$ cat config.mk
export PLATFORM = sky130hd
export DESIGN_NAME = dpw_axis
export DESIGN_NICKNAME = d
export VERILOG_FILES = /design/src/rtl/depth_pixel_to_world_point_defines.svh /design/src/rtl/dpw_pkg.sv /design/src/rtl/dpw_axis.sv
export SDC_FILE = /design/constraint.sdc
export NUM_CORES = 2
export LEC_CHECK = 0
export ABC_CLOCK_PERIOD_IN_PS = 10400
export BUFFER_PORTS_ARGS = -buffer_cell sky130_fd_sc_hd__buf_4
export CAP_MARGIN = 10
export CORE_AREA = 2 2 421 423
export DETAILED_ROUTE_END_ITERATION = 16
export DIE_AREA = 0 0 423 425
export PLACE_DENSITY_LB_ADDON = 0.05
export SYNTH_ARGS = -nofsm -noshare
export SYNTH_HDL_FRONTEND = slang
export SYNTH_SLANG_ARGS = --single-unit
$ cat constraint.sdc
create_clock -name clk -period 10.4 [get_ports clk]
set_clock_uncertainty 0.1 [all_clocks]
set_input_delay 1.04 -clock clk [delete_from_list [all_inputs] [get_ports clk]]
set_output_delay 1.04 -clock clk [all_outputs]
set_load 0.02 [all_outputs]
$ cat src/rtl/depth_pixel_to_world_point_defines.svh
// ----------------------------------------------------------------------------
// depth_pixel_to_world_point_defines.svh
// Assertion macros for the point back-projection RTL.
// ----------------------------------------------------------------------------
`ifndef DEPTH_PIXEL_TO_WORLD_POINT_DEFINES_SVH
`define DEPTH_PIXEL_TO_WORLD_POINT_DEFINES_SVH

// Check cons in the same cycle as ante
`define DPW_ASSERT_NOW(label, clk, rst, ante, cons, msg) \
  label: assert property (@(posedge clk) disable iff (rst) (ante) |-> (cons)) \
    else $error(msg);

// Check cons in the cycle after ante
`define DPW_ASSERT_NEXT(label, clk, rst, ante, cons, msg) \
  label: assert property (@(posedge clk) disable iff (rst) (ante) |=> (cons)) \
    else $error(msg);

`endif

$ cat src/rtl/dpw_pkg.sv
// ----------------------------------------------------------------------------
// dpw_pkg
// Widths, constants and register codes of the depth pixel back-projection.
// ----------------------------------------------------------------------------
`default_nettype none

package dpw_pkg;

  // Frame geometry
  localparam int SUBSAMPLE_STEP = 4;
  localparam int MAX_ROWS       = 1024;
  localparam int MAX_COLS       = 2048;

  // Field widths
  localparam int ROW_W    = 10;
  localparam int COL_W    = 11;
  localparam int CODE_W   = 8;
  localparam int CHAN_W   = 8;
  localparam int COLOR_W  = 3 * CHAN_W;
  localparam int WORLD_W  = 24;

  // Configuration port
  localparam int CFG_INDEX_W = 3;
  localparam int CFG_DATA_W  = 64;
  localparam int FOCAL_W     = 24;
  localparam int CENTER_W    = 15;
  localparam int CENTER_FRAC = 4;
  localparam int COEF_W      = 16;

  typedef enum logic [CFG_INDEX_W-1:0] {
    REG_INV_FOCAL_X = 3'd0,
    REG_INV_FOCAL_Y = 3'd1,
    REG_CENTER_X    = 3'd2,
    REG_CENTER_Y    = 3'd3,
    REG_MAX_DEPTH   = 3'd4,
    REG_ROW_X       = 3'd5,
    REG_ROW_Y       = 3'd6,
    REG_ROW_Z       = 3'd7
  } cfg_reg_t;

  // Register defaults (world x, y, z from camera depth, x, y at unit scale)
  localparam logic [FOCAL_W-1:0]    RST_INV_FOCAL = 24'd32768;
  localparam logic [CENTER_W-1:0]   RST_CENTER_X  = 15'd8192;
  localparam logic [CENTER_W-1:0]   RST_CENTER_Y  = 15'd4608;
  localparam logic [CODE_W-1:0]     RST_MAX_DEPTH = 8'd127;
  localparam logic [CFG_DATA_W-1:0] RST_ROW_X     = 64'd4096;
  localparam logic [CFG_DATA_W-1:0] RST_ROW_Y     = 64'd268435456;
  localparam logic [CFG_DATA_W-1:0] RST_ROW_Z     = 64'd17592186044416;

  // Depth code to Q7.8: floor((code*25600 + 127) / 255) by reciprocal
  localparam int DEPTH_N_W    = 23;
  localparam int DEPTH_SCALE  = 25600;
  localparam int DEPTH_BIAS   = 127;
  localparam int DEPTH_RECIP  = 8421505;  // ceil(2^31 / 255)
  localparam int DEPTH_SHIFT  = 31;
  localparam int DEPTH_P_W    = DEPTH_N_W + 24;
  localparam int DEPTH_W      = 15;
  localparam int DEPTH_MAX_Q8 = 25600;

  // Back-projection widths
  localparam int OFS_W    = CENTER_W + 2;         // signed pixel offset, Q.4
  localparam int FOC_P_W  = OFS_W + FOCAL_W + 1;  // offset * inv_focal
  localparam int PRJ_W    = FOC_P_W + DEPTH_W + 1;
  localparam int ROUND_SH = 20;
  localparam int XY_W     = 36;                   // Q.16 lateral coordinate
  localparam int Z_W      = DEPTH_W + 9;          // Q.16 depth, signed
  localparam int Z_SH     = 8;

  // Transform widths
  localparam int PZ_W   = COEF_W + Z_W;           // coefficient * depth
  localparam int PXY_W  = COEF_W + XY_W;          // coefficient * lateral
  localparam int ACC_W  = 56;
  localparam int OFF_SH = 24;
  localparam int RES_W  = ACC_W - ROUND_SH;

  // Pipeline depth from input register to output register
  localparam int NSTAGES = 6;

  // Pixel lies inside the frame and on the subsample grid
  function automatic logic on_grid(input logic [ROW_W-1:0] row,
                                   input logic [COL_W-1:0] col);
    logic in_frame;
    in_frame = (int'(row) < MAX_ROWS) && (int'(col) < MAX_COLS);
    return in_frame && ((int'(row) % SUBSAMPLE_STEP) == 0)
                    && ((int'(col) % SUBSAMPLE_STEP) == 0);
  endfunction

endpackage

`default_nettype wire

$ cat src/rtl/dpw_axis.sv
// ----------------------------------------------------------------------------
// dpw_axis
// One row of the affine transform: three products, offset, round, saturate.
// Three register stages: products, partial sums, saturated result.
// ----------------------------------------------------------------------------
`default_nettype none

module dpw_axis
  import dpw_pkg::*;
(
  input  logic                      clk,
  input  logic                      en,
  input  logic [CFG_DATA_W-1:0]     coefs,
  input  logic signed [Z_W-1:0]     z16,
  input  logic signed [XY_W-1:0]    x16,
  input  logic signed [XY_W-1:0]    y16,
  output logic signed [WORLD_W-1:0] world
);

  localparam logic signed [ACC_W-1:0] HALF   = ACC_W'(1) <<< (ROUND_SH - 1);
  localparam logic signed [RES_W-1:0] SAT_HI = RES_W'(2 ** (WORLD_W - 1) - 1);
  localparam logic signed [RES_W-1:0] SAT_LO = ~SAT_HI;

  logic signed [COEF_W-1:0]        c_z, c_x, c_y, c_off;
  logic signed [PZ_W-1:0]          pz;
  logic signed [PXY_W-1:0]         px, py;
  logic signed [COEF_W-1:0]        off;
  logic signed [ACC_W-1:0]         sa, sb;
  logic signed [ACC_W-1:0]         sum;
  logic signed [RES_W-1:0]         res;
  logic signed [WORLD_W-1:0]       sat;

  // Split the register row into coefficients and offset
  assign c_z   = $signed(coefs[0*COEF_W +: COEF_W]);
  assign c_x   = $signed(coefs[1*COEF_W +: COEF_W]);
  assign c_y   = $signed(coefs[2*COEF_W +: COEF_W]);
  assign c_off = $signed(coefs[3*COEF_W +: COEF_W]);

  // Round half up to Q.8 and clamp
  always_comb begin
    sum = sa + sb;
    res = sum[ROUND_SH +: RES_W];
    if (res > SAT_HI) begin
      sat = SAT_HI[WORLD_W-1:0];
    end else if (res < SAT_LO) begin
      sat = SAT_LO[WORLD_W-1:0];
    end else begin
      sat = res[WORLD_W-1:0];
    end
  end

  // Advance the three stages together
  always_ff @(posedge clk) begin
    if (en) begin
      pz    <= PZ_W'(c_z) * PZ_W'(z16);
      px    <= PXY_W'(c_x) * PXY_W'(x16);
      py    <= PXY_W'(c_y) * PXY_W'(y16);
      off   <= c_off;
      sa    <= ACC_W'(pz) + ACC_W'(px);
      sb    <= ACC_W'(py) + (ACC_W'(off) <<< OFF_SH) + HALF;
      world <= sat;
    end
  end

endmodule

`default_nettype wire
==> flow_summary.ini <==
[cts]
cts_hold_buf = 0
cts_buffers = 38
ctsResizeCount = 0
cts_tree = built
insertion_delay_ns = 0.58
cts.clk_slew.worst_paths_ns = 0.06
htree_levels = 2
clock_path_buffers = 3
cts_sinks = 291
cts_setup_buffers = 0
root_buffer = clkbuf_16

[global_route]
grt_use_total_pct = 21.7
grt_pass1_wl_microns = 303000
overflow = 0
grt_max_degree = 91
grt_pass1_vias = 51700
antenna_found_initial = 9

[placement]
gp_congestion = 0.832
hpwl_microns = 150000
dp.cells = 9447
placed_cell_area_sq_um = 71300
io_buffers = 185

[logic_synthesis]
synth_area_leaders = fa_1 (43%), edfxtp_1 (13%), inv_1 (9.4%)
ys_seq_elements = 291
mappedNetlistArea_sq_um = 67900
synth_common_cells = inv_1 (1708), fa_1 (1459), nand2_1 (945), and2_1 (622), ha_1 (476)
yosysUniqueCellTypes = 78
synth_nets = 9257
netlist.area_leader.share_pct = 43.0
synth-edff-count = 291
syn_area_per_cell_sq_um = 9.48
yosys_warnings = 0
synth_most_common_cell = inv_1
seq_area_frac_synth_pct = 12.9
async_flop_share_pct = 0
yosysTopAreaCell = fa_1
netlist_instances = 7160
synth_flop_cell = edfxtp_1

[floorplanning]
core-area_sq_um = 175000
rows = 154
start_util_pct = 38.7
die_area_sq_um = 180000
die_w_microns = 423
die_h_microns = 425
io-pin-count = 186

[sta]
maxSlewViolCount = 0
finalHoldViolCount = 0
rsz0062_at_grt = false
min_period_ns = 8.42
min_period_over_period_pct = 80.9
finalSetupTns_ns = 0
max_freq_ghz = 0.119
max_slew_margin_pct = 33.3
worst_pin_slew_ns = 1.00
finalSetupViolCount = 0

[drt]
vias_per_cell = 4.93
drc_errors = 0
drt_first_pass_iters = 5
dr.first_iter.drc_count = 2211
drtAntennaViolNets = 0
wirelength_microns = 188000
vias = 46900
wire_per_inst_microns = 19.7

[setup_path]
worst_setup_path_end_kind = register
crit_type = in -> reg
cp_data_arrival_time_ns = 8.64
rrSetupSlack_ns = 5.86
path_max_fanout = 36
cp_data_required_time_ns = 10.62
startpoint_type = primary input

[cells_and_area]
area_growth_pct = 6.96
final_cells = 9517
fin_area_sq_um = 72600
nets = 9244
drive_above_1_share_pct = 3.99

[outcome]
status = completed

[run]
max-cap-violations = 0

[min_path]
min_path_type = reg -> reg
[stage by stage]
stage | setup WS, ns | util, % | hold WS (ns)
after floorplan | 2.57 | - | 0.300
after global placement | 1.50 | 40.7 | 0.308
after detailed placement | 1.41 | 40.7 | 0.305
after CTS | 2.03 | 41.4 | 0.319
after global routing | 1.66 | 41.4 | 0.327
final | 1.98 | 41.4 | 0.320
[sequential cells by signal, indices dropped and copies added (netlist names)]
signal  cells
world      24
sb         54
off        16
py         52
pz         40
sa         53
px         52
[worst paths after layout]
path / startpoint / endpoint / cells after the start
worst min-delay path: py[8] / sb[8] / 0
worst min register to register: py[8] / sb[8] / 0
worst max register to register: sa[15] / world[7] / 14
worst max-delay path: coefs[33] / py[50] / 24
[worst max-delay path: stages]
cell and delay (ns):
buf_4 0.47, nand2_1 0.16, fa_1 0.54, fa_1 0.53
fa_1 0.51, inv_1 0.06, fa_1 0.51, fa_1 0.50
inv_1 0.05, fa_1 0.51, inv_1 0.06, ha_1 0.37
a21oi_1 0.15, o21a_1 0.15, a221o_1 0.37, o31ai_1 0.55
nor2_1 0.12, a211oi_2 0.35, o21ai_1 0.19, a31oi_1 0.46
a31oi_1 0.30, o311ai_1 0.37, o211ai_1 0.16, xnor2_1 0.14
[metal layers]
metal / GRT usage, % / share of wire (%) / vias to the layer above
li1: - / - / 21500
met1: 29.4 / 45 / 24600
met2: 38.9 / 51 / 680
met3: 1.36 / 2.6 / 127
met4: 3.43 / 1.4 / 0
met5: 0 / 0 / -
[cells in the final DEF, fill, tap and decap left out, types with 18 or more instances in the layout]
master,instances
a211oi_1,19
a21o_1,165
a21oi_1,217
a31oi_1,29
and2_1,622
and3_1,34
buf_4,198
clkbuf_16,38
edfxtp_1,291
fa_1,1459
ha_1,476
inv_1,1708
nand2_1,945
nand2b_1,46
nand3_1,44
nand4_1,19
nor2_1,193
nor2b_1,22
nor3_1,25
o21a_1,28
o21ai_0,97
o21ai_1,18
o21bai_1,29
xnor2_1,181
xor2_1,75
[cells by family (layout without fill, tap and decap cells)]
group	after synthesis	after routing	synth area share (%)
xor gates and xnor gates	256	256	3.30
other	0	6	0
DFF	291	291	12.9
and+or+nand+nor	2004	2004	14.3
adders and majority gates	1935	1935	51.8
buffers and inverters	1960	1971	10.9
muxes	3	3	0.0443
AOI/OAI and AO/OA	711	711	6.83
[final cells by class]
| type | count | area (sq um) |
|---|---|---|
| Inverter | 1708 | 6410 |
| Clock inverter | 24 | 283 |
| Sequential cell | 291 | 8740 |
| Clock buffer | 40 | 958 |
| Timing Repair Buffer | 199 | 1500 |
| Tap cell | 2340 | 2930 |
| Fill cell | 17700 | 103000 |
| Multi-Input combinational cell | 4909 | 51700 |
| Antenna cell | 6 | 15.0 |
Power is left out: the tool's default activity adds up to more than one toggle a clock period on the data nets, which glitch-free logic cannot reach.
